$ cat src/rtl/asu_pkg.sv
// Shared widths and types for the angle sequence unwrapper.
// No dependencies; used by asu_rem_unit and angle_sequence_unwrapper_unit.
`timescale 1ns / 1ps

package asu_pkg;

   localparam int ANGLE_W   = 16;                   // angle sample width
   localparam int FULL_W    = 17;                   // full-turn register width
   localparam int MAG_W     = 17;                   // magnitude of a signed difference
   localparam int STEP_CNT  = MAG_W;                // one quotient bit per cycle
   localparam int STEP_W    = $clog2(STEP_CNT);
   localparam int ADDR_W    = 3;
   localparam int DATA_W    = 32;

   localparam logic [ADDR_W-1:0] ADDR_FULL_TURN = 3'd0;
   localparam logic [FULL_W-1:0] FULL_TURN_RESET = 17'h10000;

   // Status from the remainder unit back to the sequencer
   typedef struct packed {
      logic busy;
      logic done;
   } rem_status_type;

endpackage

$ cat src/rtl/asu_rem_unit.sv
// Restoring remainder unit: one dividend bit per cycle, all 17 dividend bits per operation.
// Depends on asu_pkg.
`timescale 1ns / 1ps

module asu_rem_unit (
   input  logic                        clock,
   input  logic                        reset,
   input  logic                        start,
   input  logic [asu_pkg::MAG_W-1:0]   dividend,
   input  logic [asu_pkg::FULL_W-1:0]  modulus,
   output logic [asu_pkg::FULL_W-1:0]  remainder,
   output asu_pkg::rem_status_type     status
);

   logic [asu_pkg::MAG_W-1:0]  dvd_ff, dvd_in;
   logic [asu_pkg::FULL_W-1:0] rem_ff, rem_in;
   logic [asu_pkg::FULL_W-1:0] mod_ff, mod_in;
   logic [asu_pkg::STEP_W-1:0] cnt_ff, cnt_in;
   logic                       busy_ff, busy_in;
   logic                       done_ff, done_in;
   logic [asu_pkg::FULL_W:0]   trial;
   logic [asu_pkg::FULL_W+1:0] diff;

   // Shift next dividend bit into the partial remainder and try the subtract
   assign trial = {rem_ff, dvd_ff[asu_pkg::MAG_W-1]};
   assign diff  = {1'b0, trial} - {2'b00, mod_ff};

   always_comb begin
      dvd_in  = dvd_ff;
      rem_in  = rem_ff;
      mod_in  = mod_ff;
      cnt_in  = cnt_ff;
      busy_in = busy_ff;
      done_in = 1'b0;
      if (start) begin
         dvd_in  = dividend;
         rem_in  = '0;
         mod_in  = modulus;
         cnt_in  = '0;
         busy_in = 1'b1;
      end else if (busy_ff) begin
         dvd_in = {dvd_ff[asu_pkg::MAG_W-2:0], 1'b0};
         // restore when the trial subtract borrows
         rem_in = diff[asu_pkg::FULL_W+1] ? trial[asu_pkg::FULL_W-1:0]
                                          : diff[asu_pkg::FULL_W-1:0];
         cnt_in = cnt_ff + 1'b1;
         if (cnt_ff == asu_pkg::STEP_W'(asu_pkg::STEP_CNT - 1)) begin
            busy_in = 1'b0;
            done_in = 1'b1;
         end
      end
   end

   always_ff @(posedge clock) begin
      if (reset) begin
         busy_ff <= 1'b0;
         done_ff <= 1'b0;
         cnt_ff  <= '0;
      end else begin
         busy_ff <= busy_in;
         done_ff <= done_in;
         cnt_ff  <= cnt_in;
      end
      dvd_ff <= dvd_in;
      rem_ff <= rem_in;
      mod_ff <= mod_in;
   end

   assign remainder   = rem_ff;
   assign status.busy = busy_ff;
   assign status.done = done_ff;

endmodule

$ cat src/rtl/angle_sequence_unwrapper_unit.sv
// Angle sequence unwrapper: an accepted sample passes the remainder steps (ST_DIV),
// the hand-off, the sign fix (ST_FIX) and wrap and add (ST_WRAP); a zero full turn goes
// straight to ST_WRAP. No new sample is taken until the last has left ST_WRAP, which waits
// while the output is held. A waiting result does not block acceptance of the next sample.
// Synchronous reset: full turn 65536, previous angle 0, no result pending.
// Depends on asu_pkg and asu_rem_unit.
`timescale 1ns / 1ps

module angle_sequence_unwrapper_unit (
   input  logic                              clock,
   input  logic                              reset,
   // input channel
   input  logic                              req_valid,
   output logic                              req_stall,
   input  logic signed [asu_pkg::ANGLE_W-1:0] req_angle_in,
   input  logic                              req_first_sample,
   // result channel
   output logic                              rsp_valid,
   input  logic                              rsp_stall,
   output logic signed [asu_pkg::ANGLE_W-1:0] rsp_angle_out,
   // configuration
   input  logic                              psel,
   input  logic                              penable,
   input  logic                              pwrite,
   input  logic [asu_pkg::ADDR_W-1:0]        paddr,
   input  logic [asu_pkg::DATA_W-1:0]        pwdata,
   output logic [asu_pkg::DATA_W-1:0]        prdata,
   output logic                              pready
);

   localparam logic [1:0] ST_IDLE = 2'd0;
   localparam logic [1:0] ST_DIV  = 2'd1;
   localparam logic [1:0] ST_FIX  = 2'd2;
   localparam logic [1:0] ST_WRAP = 2'd3;

   logic [1:0]                  state_ff, state_in;
   logic [asu_pkg::FULL_W-1:0]  full_turn_ff, full_turn_in;
   logic [asu_pkg::ANGLE_W-1:0] prev_ff, prev_in;
   logic [asu_pkg::ANGLE_W-1:0] sample_ff, sample_in;
   logic                        first_ff, first_in;
   logic                        neg_ff, neg_in;
   logic                        zero_ff, zero_in;
   logic [asu_pkg::FULL_W-1:0]  mod_ff, mod_in;
   logic [asu_pkg::FULL_W-1:0]  red_ff, red_in;
   logic                        out_valid_ff, out_valid_in;
   logic [asu_pkg::ANGLE_W-1:0] out_ff, out_in;

   logic                        req_accept;
   logic                        out_free;
   logic [asu_pkg::FULL_W-1:0]  modulus;
   logic [asu_pkg::MAG_W:0]     diff;
   logic [asu_pkg::MAG_W-1:0]   magnitude;
   logic                        rem_start;
   logic [asu_pkg::FULL_W-1:0]  rem_value;
   asu_pkg::rem_status_type     rem_status;
   logic [asu_pkg::FULL_W-1:0]  wrapped;
   logic [asu_pkg::ANGLE_W-1:0] result;

   assign req_stall  = (state_ff != ST_IDLE);
   assign req_accept = req_valid && !req_stall;
   assign out_free   = !out_valid_ff || !rsp_stall;

   // Bit 0 of the full turn is ignored
   assign modulus = {full_turn_ff[asu_pkg::FULL_W-1:1], 1'b0};

   // Signed value to reduce: the sample itself, or its difference from the last output
   assign diff = req_first_sample
               ? {{(asu_pkg::MAG_W+1-asu_pkg::ANGLE_W){req_angle_in[asu_pkg::ANGLE_W-1]}},
                  req_angle_in}
               : {{(asu_pkg::MAG_W+1-asu_pkg::ANGLE_W){req_angle_in[asu_pkg::ANGLE_W-1]}},
                  req_angle_in}
                 - {{(asu_pkg::MAG_W+1-asu_pkg::ANGLE_W){prev_ff[asu_pkg::ANGLE_W-1]}},
                  prev_ff};
   assign magnitude = diff[asu_pkg::MAG_W] ? asu_pkg::MAG_W'(-diff)
                                           : diff[asu_pkg::MAG_W-1:0];

   assign rem_start = req_accept && (modulus != '0);

   asu_rem_unit u_rem (
      .clock     (clock),
      .reset     (reset),
      .start     (rem_start),
      .dividend  (magnitude),
      .modulus   (modulus),
      .remainder (rem_value),
      .status    (rem_status)
   );

   // Wrap into (-half, half] and add to the previous output, except for a first sample or a zero full turn
   always_comb begin
      wrapped = red_ff;
      if (!first_ff && (red_ff > {1'b0, mod_ff[asu_pkg::FULL_W-1:1]})) begin
         wrapped = red_ff - mod_ff;
      end
      if (zero_ff) begin
         result = sample_ff;
      end else if (first_ff) begin
         result = red_ff[asu_pkg::ANGLE_W-1:0];
      end else begin
         result = prev_ff + wrapped[asu_pkg::ANGLE_W-1:0];
      end
   end

   // Sequencer
   always_comb begin
      state_in     = state_ff;
      sample_in    = sample_ff;
      first_in     = first_ff;
      neg_in       = neg_ff;
      zero_in      = zero_ff;
      mod_in       = mod_ff;
      red_in       = red_ff;
      prev_in      = prev_ff;
      out_in       = out_ff;
      out_valid_in = out_valid_ff && rsp_stall;
      unique case (state_ff)
         ST_IDLE: begin
            if (req_accept) begin
               sample_in = req_angle_in;
               first_in  = req_first_sample;
               neg_in    = diff[asu_pkg::MAG_W];
               zero_in   = (modulus == '0);
               mod_in    = modulus;
               state_in  = (modulus == '0) ? ST_WRAP : ST_DIV;
            end
         end
         ST_DIV: begin
            if (rem_status.done) begin
               state_in = ST_FIX;
            end
         end
         ST_FIX: begin
            // Negative operand: bring a non-zero remainder into [0, full)
            red_in   = (neg_ff && (rem_value != '0)) ? mod_ff - rem_value : rem_value;
            state_in = ST_WRAP;
         end
         ST_WRAP: begin
            if (out_free) begin
               out_in       = result;
               out_valid_in = 1'b1;
               prev_in      = result;
               state_in     = ST_IDLE;
            end
         end
         default: state_in = ST_IDLE;
      endcase
   end

   // Configuration write
   always_comb begin
      full_turn_in = full_turn_ff;
      if (psel && penable && pwrite && pready && (paddr == asu_pkg::ADDR_FULL_TURN)) begin
         full_turn_in = pwdata[asu_pkg::FULL_W-1:0];
      end
   end

   always_ff @(posedge clock) begin
      if (reset) begin
         state_ff     <= ST_IDLE;
         full_turn_ff <= asu_pkg::FULL_TURN_RESET;
         prev_ff      <= '0;
         out_valid_ff <= 1'b0;
      end else begin
         state_ff     <= state_in;
         full_turn_ff <= full_turn_in;
         prev_ff      <= prev_in;
         out_valid_ff <= out_valid_in;
      end
      sample_ff <= sample_in;
      first_ff  <= first_in;
      neg_ff    <= neg_in;
      zero_ff   <= zero_in;
      mod_ff    <= mod_in;
      red_ff    <= red_in;
      out_ff    <= out_in;
   end

   assign rsp_valid     = out_valid_ff;
   assign rsp_angle_out = out_ff;
   assign pready        = 1'b1;
   assign prdata        = (paddr == asu_pkg::ADDR_FULL_TURN)
                        ? {{(asu_pkg::DATA_W-asu_pkg::FULL_W){1'b0}}, full_turn_ff}
                        : '0;

`ifndef ASSERT_OFF
   // A fresh result is always the value kept for the next difference
   a_prev_tracks_out: assert property (@(posedge clock) disable iff (reset)
      $rose(out_valid_ff) |-> (prev_ff == out_ff))
      else $error("previous angle does not match new result");

   // Remainder unit finishes only while the sequencer waits for it
   a_done_in_div: assert property (@(posedge clock) disable iff (reset)
      rem_status.done |-> (state_ff == ST_DIV))
      else $error("remainder done outside division phase");

   // Reduced value stays below the modulus
   a_rem_range: assert property (@(posedge clock) disable iff (reset)
      rem_status.done |-> (rem_value < mod_ff))
      else $error("remainder not below modulus");

   // No new sample is taken while the remainder unit is running
   a_no_accept_busy: assert property (@(posedge clock) disable iff (reset)
      rem_status.busy |-> !req_accept)
      else $error("sample accepted during remainder operation");
`endif

endmodule
$ cat config.mk
export PLATFORM = sky130hd
export DESIGN_NAME = angle_sequence_unwrapper_unit
export DESIGN_NICKNAME = d
export VERILOG_FILES = /design/src/rtl/asu_pkg.sv /design/src/rtl/asu_rem_unit.sv /design/src/rtl/angle_sequence_unwrapper_unit.sv
export SDC_FILE = /design/constraint.sdc
export NUM_CORES = 1
export LEC_CHECK = 0
export BUFFER_PORTS_ARGS = -buffer_cell sky130_fd_sc_hd__buf_2
export CAP_MARGIN = 20
export CORE_ASPECT_RATIO = 1.75
export CORE_MARGIN = 2
export CORE_UTILIZATION = 50
export CTS_BUF_LIST = sky130_fd_sc_hd__clkbuf_8
export DETAILED_ROUTE_END_ITERATION = 8
export PLACE_DENSITY = 0.72
export SLEW_MARGIN = 5
export SYNTH_ARGS = -nofsm -noshare
export SYNTH_HDL_FRONTEND = slang
export SYNTH_SLANG_ARGS = --single-unit
$ cat constraint.sdc
create_clock -name clock -period 4.46 [get_ports clock]
set_input_delay 0.892 -clock clock [delete_from_list [all_inputs] [get_ports clock]]
set_output_delay 0.892 -clock clock [all_outputs]
set_load 0.01 [all_outputs]
==> results.sh, run 1 <==
export IMPL_status="complete, no violations"
export IMPL_synth_avg_cell_area_um2=9.03
export IMPL_cp_common_cell="a21oi_2"
export IMPL_finClkSkew_ns=0.0196
export IMPL_grt_max_degree=52
export IMPL_initial_utilization_pct=50.6
export IMPL_wl_um=26200
export IMPL_placed_area_um2=12200
export IMPL_rows=72
export IMPL_cp_required_ns=4.68
export IMPL_power_density_nw_per_um2=578
export IMPL_worstMarginPinSlew_ns=0.891
export IMPL_rrSetupSlack_ns=0.14
export IMPL_holdCritStartpoint="full_turn_ff[0]"
export IMPL_ctsHoldBuffers=0
export IMPL_total_power_uw=7380
export IMPL_worstReg2RegStart="mod_ff[15]"
export IMPL_crit_slowest_cell="edfxtp_1"
export IMPL_met1_usage_pct=23.1
export IMPL_antenna_left=0
export IMPL_clock_latency_ns=0.47
export IMPL_grt_overflow=0
export IMPL_drt_wirelength_per_cell_um=15.6
export IMPL_grtUsageMet2_pct=42.5
export IMPL_dp_final_hpwl_um=20200
export IMPL_grt_pass1_vias=9178
export IMPL_reg2reg_to="rsp_angle_out[14]"
export IMPL_synth_edf_count=101
export IMPL_die_y_um=201
export IMPL_antenna_found_initial=0
export IMPL_cp_max_fo=4
export IMPL_yosysTopAreaCell="edfxtp_1"
export IMPL_crit_family="compound AO/OA/AOI/OAI gates"
export IMPL_final_util_pct=58.4
export IMPL_timing_fmax_mhz=231
export IMPL_maxSlewHeadroom_pct=40.6
export IMPL_io_buffer_count=78
export IMPL_cts_sinks=161
export IMPL_cts_root_buf="clkbuf_8"
export IMPL_synthArstFlopShare_pct=0
export IMPL_vias_per_cell=5.49
export IMPL_vdd_ir_drop_max_mv=0.279
export IMPL_dp_cells=1637
export IMPL_netlist_area_leader_share_pct=27.4
export IMPL_crit_buf_inv=3
export IMPL_cts_tree="done"
export IMPL_leakage_uw=0.00546
export IMPL_clkTransAtPathRegs_ns=0.08
export IMPL_yosysSeqAreaShare_pct=38.2
export IMPL_hold_path_class="reg -> reg"
export IMPL_gp_congestion=0.901
export IMPL_cp_arrival_ns=4.55
export IMPL_crit_chain="inv_1, ha_1, a21oi_2, o221ai_2, a21oi_2, nand2_1, o21ai_1, buf_4, mux2_4, ha_4, a21o_1, a21oi_2, buf_4, o211ai_1, a41o_1, a211oi_2, o21bai_1, a21oi_1, xor2_1, o21a_2, nor2_1"
export IMPL_rsz0062_at_grt="true"
export IMPL_cp_end_kind="flop"
export IMPL_min_to="full_turn_ff[0]"
export IMPL_worstSetupPathType="reg -> reg"
export IMPL_grt_pass1_wl_um=42700
export IMPL_io_pins=110
export IMPL_area_growth_pct=15.3
export IMPL_postSynthCellCount=1227
export IMPL_synth_ff_type="edfxtp_1"
export IMPL_busiest_layer="met2"
export IMPL_hold_viol_final=0
export IMPL_maxCapViolations=0
export IMPL_ctsLongestPathBuffers=2
export IMPL_crit_path_start_kind="flop"
export IMPL_fin_nets=1535
export IMPL_chipWidth_um=117
export IMPL_cts_max_level=4
export IMPL_drtIter0Drc=411
export IMPL_first_pass_iters=5
export IMPL_worstRegToRegCells=21
export IMPL_fin_crit_sh_pct=96.9
export IMPL_layoutNonFillerInstCount=1676
export IMPL_min_path_cells=2
export IMPL_drive_above_1_share_pct=18.2
export IMPL_route_vias_total=9201
export IMPL_drv_slew=0
export IMPL_setup_viol=0
export IMPL_yosysWarnings=0
export IMPL_synth_ff_latch_count=161
export IMPL_critPathMaxStageDelay_ns=0.38
export IMPL_grt_met3_usage_pct=3.38
export IMPL_gr_usage_all_layers_pct=23.1
export IMPL_drc_errors=0
export IMPL_yosys_cell_count_top_type="nand2_1"
export IMPL_synth_area_leaders="edfxtp_1 27%, ha_1 12%, dfxtp_1 11%, nand2_1 5.3%, o21ai_0 4.4%"
export IMPL_numCtsBuffers=17
export IMPL_design_core_area_um2=21900
export IMPL_synth_common_cells="155 x nand2_1, 104 x ha_1, 101 x edfxtp_1, 98 x o21ai_0, 96 x inv_1"
export IMPL_fin_crit_ns=4.32
export IMPL_synth_distinct_cells=71
export IMPL_antenna_cells=0
export IMPL_die_area_um2=23400
export IMPL_syn_cell_area_um2=11100
export IMPL_finalInstanceArea_um2=12800
==> cell type report <==
cell class / instances / area, um2
clock buffers: 17 / 234
clock inverters: 15 / 110
fillers: 1920 / 9110
inverters: 97 / 364
multi-input cells: 929 / 6440
flip-flops and latches: 161 / 4230
well taps: 296 / 370
repair buffers: 161 / 1020
==> sequential cells by signal (all words and copies together), names as in the netlist <==
name	count
zero_ff	1
rsp_angle_out	16
state_ff	2
u_rem.done_ff	1
u_rem.cnt_ff	5
red_ff	17
rsp_valid	1
sample_ff	16
first_ff	1
prev_ff	16
u_rem.dvd_ff	17
full_turn_ff	17
mod_ff	16
neg_ff	1
u_rem.remainder	17
u_rem.mod_ff	16
u_rem.busy_ff	1
==> layout by cell type (no fill, tap or decap), types with 6 or more instances in the layout <==
cell type  synthesis  routed
nor2_1            75      75
conb_1             2      16
xor2_1            34      34
o211ai_1          12      12
o31ai_1            8       6
nand2b_1          18      18
o21ai_0           98      88
and3_1             8       8
edfxtp_1         101     101
o21a_1             9       8
or3_1              9       9
nor4_1             7       7
a21oi_1           93      85
mux2i_1           21      20
inv_1             96     100
a21oi_2            0       8
nor3_1            29      27
clkbuf_8           0      17
nand2_1          155     155
nand4_1           10      10
buf_4             16      81
o21bai_1           9       9
dfxtp_1           60      60
mux2_2            15      13
xnor2_1           30      30
buf_2              2      78
nand3_1           14      13
a21o_1            18      18
and2_1            23      21
ha_1             104     100
a211oi_1          15      12
nor2b_1           12      12
a31oi_1            6       6
o21ai_1            3      10
==> worst max-delay path by stage <==
stage | end | slack (ns) | start | cells after the start
detailed placement | rsp_angle_out[14] | -0.16 | mod_ff[11] | 21
global placement | rsp_angle_out[14] | -0.11 | mod_ff[11] | 21
finish | rsp_angle_out[14] | 0.14 | mod_ff[15] | 21
global route | rsp_angle_out[14] | -0.09 | mod_ff[15] | 21
floorplan | rsp_angle_out[14] | 0.02 | red_ff[10] | 19
CTS | prev_ff[15] | 0.006 | mod_ff[2] | 23
==> report_power, final <==
part | total (uW) | switching, uW | internal, uW
registers | 2350 | 260 | 2090
logic | 4060 | 2250 | 1810
clock network | 971 | 545 | 427
total | 7380 | 3050 | 4330
==> logic make-up (layout without fill, tap and decap cells) <==
logic type	count (synthesis)	in the layout	share of synthesized area, %
AOI/OAI and AO/OA	321	321	18.3
DFF	161	161	38.2
adders and majority gates	109	109	12.6
and+or+nand+nor	381	381	16.2
xor gates and xnor gates	65	65	5.26
muxes	37	37	3.56
other	2	16	0.0678
buffers and inverters	151	290	5.75
==> worst register-to-register path, stage by stage (launching register included) <==
cell and delay [ns]:
edfxtp_1 0.38, inv_1 0.07, ha_1 0.34, a21oi_2 0.20, o221ai_2 0.13, a21oi_2 0.17
nand2_1 0.11, o21ai_1 0.14, buf_4 0.18, mux2_4 0.33, ha_4 0.22, a21o_1 0.18
a21oi_2 0.14, buf_4 0.13, o211ai_1 0.12, a41o_1 0.25, a211oi_2 0.24, o21bai_1 0.09
a21oi_1 0.17, xor2_1 0.19, o21a_2 0.24, nor2_1 0.06
==> stage by stage <==
| stage | setup WS (ns) | hold slack, ns | setup TNS [ns] |
|---|---|---|---|
| 3_3_place_gp | -0.108 | 0.440 | -0.304 |
| 2_1_floorplan | 0.0189 | 0.432 | 0 |
| 3_5_place_dp | -0.161 | 0.458 | -0.504 |
| 6_report | 0.137 | 0.464 | 0 |
| 5_1_grt | -0.0902 | 0.510 | -0.280 |
| 4_1_cts | 0.00598 | 0.470 | 0 |
==> routing by layer <==
| layer | routed length (um) | share of wire (%) |
|---|---|---|
| met5 | 0 | 0 |
| met4 | 1790 | 6.8 |
| met3 | 829 | 3.2 |
| met2 | 13900 | 53 |
| met1 | 9690 | 37 |
==> repair_timing <==
action	4_1_cts	5_1_grt
pin swaps	2	26
setup buffers	3	4
setup endpoints to repair	4	9
resized for setup	12	37
hold endpoints to repair	0	0
No activity file was read; power rests on OpenSTA's default activity.
==> inputs of run 2 (changes only) <==
- CORE_MARGIN: 2 -> not set
==> results.sh, run 2 (same netlist as run 1, synthesis figures left out) <==
export IMPL_worstRegToRegCells=23
export IMPL_drv_slew=0
export IMPL_n_fill_cell=1910
export IMPL_fin_nets=1536
export IMPL_status="complete, no violations"
export IMPL_drtIter0Drc=402
export IMPL_crit_slowest_cell="edfxtp_1"
export IMPL_crit_buf_inv=2
export IMPL_drive_above_1_share_pct=18.7
export IMPL_rrSetupSlack_ns=0.19
export IMPL_power_density_nw_per_um2=584
export IMPL_worstReg2RegStart="mod_ff[1]"
export IMPL_grt_overflow=0
export IMPL_numCtsBuffers=17
export IMPL_wl_um=26400
export IMPL_min_path_cells=2
export IMPL_die_area_um2=22800
export IMPL_antenna_left=0
export IMPL_setup_viol=0
export IMPL_dp_final_hpwl_um=20500
export IMPL_cts_max_level=4
export IMPL_cp_max_fo=3
export IMPL_cts_sinks=161
export IMPL_fin_crit_ns=4.27
export IMPL_timing_fmax_mhz=234
export IMPL_finClkSkew_ns=0.0140
export IMPL_hold_path_class="reg -> reg"
export IMPL_die_y_um=199
export IMPL_leakage_uw=0.00546
export IMPL_vdd_ir_drop_max_mv=0.325
export IMPL_io_buffer_count=78
export IMPL_cp_required_ns=4.85
export IMPL_worstMarginPinSlew_ns=1.04
export IMPL_finalInstanceArea_um2=12800
export IMPL_grt_max_degree=45
export IMPL_ctsLongestPathBuffers=2
export IMPL_ctsHoldBuffers=0
export IMPL_layoutNonFillerInstCount=1673
export IMPL_gr_usage_all_layers_pct=23.9
export IMPL_holdCritStartpoint="full_turn_ff[0]"
export IMPL_area_growth_pct=15.5
export IMPL_chipWidth_um=115
export IMPL_cp_arrival_ns=4.66
export IMPL_vias_per_cell=5.50
export IMPL_first_pass_iters=5
export IMPL_gp_congestion=0.888
export IMPL_route_vias_total=9209
export IMPL_fin_crit_sh_pct=95.7
export IMPL_reg2reg_to="prev_ff[15]"
export IMPL_final_util_pct=59.3
export IMPL_placed_area_um2=12200
export IMPL_design_core_area_um2=21600
export IMPL_critPathMaxStageDelay_ns=0.49
export IMPL_drt_wirelength_per_cell_um=15.8
export IMPL_hold_viol_final=0
export IMPL_fin_hold_ws_ns=0.461
export IMPL_io_pins=110
export IMPL_crit_path_start_kind="flop"
export IMPL_drc_errors=0
export IMPL_worstSetupPathType="reg -> reg"
export IMPL_grt_pass1_wl_um=41800
export IMPL_tns_ns=0
export IMPL_maxCapViolations=0
export IMPL_clkTransAtPathRegs_ns=0.09
export IMPL_initial_utilization_pct=51.3
export IMPL_clock_latency_ns=0.49
export IMPL_cp_end_kind="flop"
export IMPL_rows=71
export IMPL_cts_root_buf="clkbuf_8"
export IMPL_maxSlewHeadroom_pct=30.5
export IMPL_cts_tree="done"
export IMPL_grt_pass1_vias=8996
export IMPL_cp_common_cell="o21ai_1"
export IMPL_crit_chain="buf_4, ha_1, nor2b_1, o21ai_1, a21boi_1, o21ai_1, nand2b_1, and2_1, buf_4, o21ai_1, nand2b_1, xnor2_1, o21ai_1, ha_1, and2_1, o211ai_1, o211ai_1, a31o_2, a21oi_2, xnor3_1, nor2_2, a211oi_4, o41ai_2"
export IMPL_dp_cells=1633
export IMPL_antenna_found_initial=0
export IMPL_antenna_cells=0
export IMPL_final_cell_mix="153 x nand2_1, 101 x ha_1, 101 x edfxtp_1"
export IMPL_min_to="full_turn_ff[0]"
export IMPL_final_common_cell="nand2_1"
export IMPL_crit_family="compound AO/OA/AOI/OAI gates"
run 2: cell types whose count changed in the layout (fill, tap and decap cells not counted), moves of 2 or more:
cell / change
nand2_1: -2
buf_4: +3
buf_6: -2
clkinvlp_4: -2
clkinv_2: +3
nand2_2: +2
inv_1: -7
inv_6: +4
run 2: per-layer routing:
layer  vias to the layer above  track usage (%)  wire [um]
met5                         -                0          0
met4                         0             15.2       1430
met3                        59             3.72        783
met2                       202             46.4      14400
met1                      4317             22.8       9780
li1                       4631                -          -
run 2: what timing repair did:
action                                  4_1_cts  5_1_grt
setup buffers                                 3        6
gates resized for setup                      13       31
pin swaps                                     2       28
endpoints found under the setup margin        4        6
endpoints found under the hold margin         0        0
run 2: power breakdown:
part	internal, uW	leakage, uW	switching (uW)
Clock	464	0.000196	600
Sequential	2090	0.00145	263
Combinational	1810	0.00381	2260
run 2: stage by stage:
stage | setup WS (ns) | power, uW
after global routing | -0.0870 | 8070
after detailed placement | -0.220 | 6260
after global placement | -0.182 | 6110
final | 0.193 | 7480
after floorplan | 0.0189 | 5160
after CTS | 0.00861 | 7370
run 2: worst reg2reg max path: stages, from the launching register on:
cell	delay, ns
edfxtp_1	0.49
buf_4	0.19
ha_1	0.21
nor2b_1	0.14
o21ai_1	0.10
a21boi_1	0.18
o21ai_1	0.09
nand2b_1	0.08
and2_1	0.16
buf_4	0.13
o21ai_1	0.05
nand2b_1	0.09
xnor2_1	0.11
o21ai_1	0.09
ha_1	0.31
and2_1	0.17
o211ai_1	0.28
o211ai_1	0.19
a31o_2	0.24
a21oi_2	0.13
xnor3_1	0.23
nor2_2	0.13
a211oi_4	0.07
o41ai_2	0.31
run 2: cell type report:
type | count | area, um2 | area share, %
Clock inverter | 14 | 130 | 1.02
Multi-Input combinational cell | 929 | 6440 | 50.3
Clock buffer | 18 | 248 | 1.93
Inverter | 97 | 364 | 2.84
Timing Repair Buffer | 162 | 1020 | 7.97
Sequential cell | 161 | 4230 | 33.1
Tap cell | 292 | 365 | 2.85
run 2: how the worst max path moves through the flow:
stage          startpoint           endpoint  slack, ns  cells after the start
2_1_floorplan  red_ff[10]  rsp_angle_out[14]       0.02                     19
3_3_place_gp    mod_ff[1]  rsp_angle_out[14]      -0.18                     20
3_5_place_dp    mod_ff[1]  rsp_angle_out[14]      -0.22                     20
4_1_cts         mod_ff[1]        prev_ff[15]      0.009                     22
5_1_grt         mod_ff[1]        prev_ff[15]      -0.09                     23
6_report        mod_ff[1]        prev_ff[15]       0.19                     23
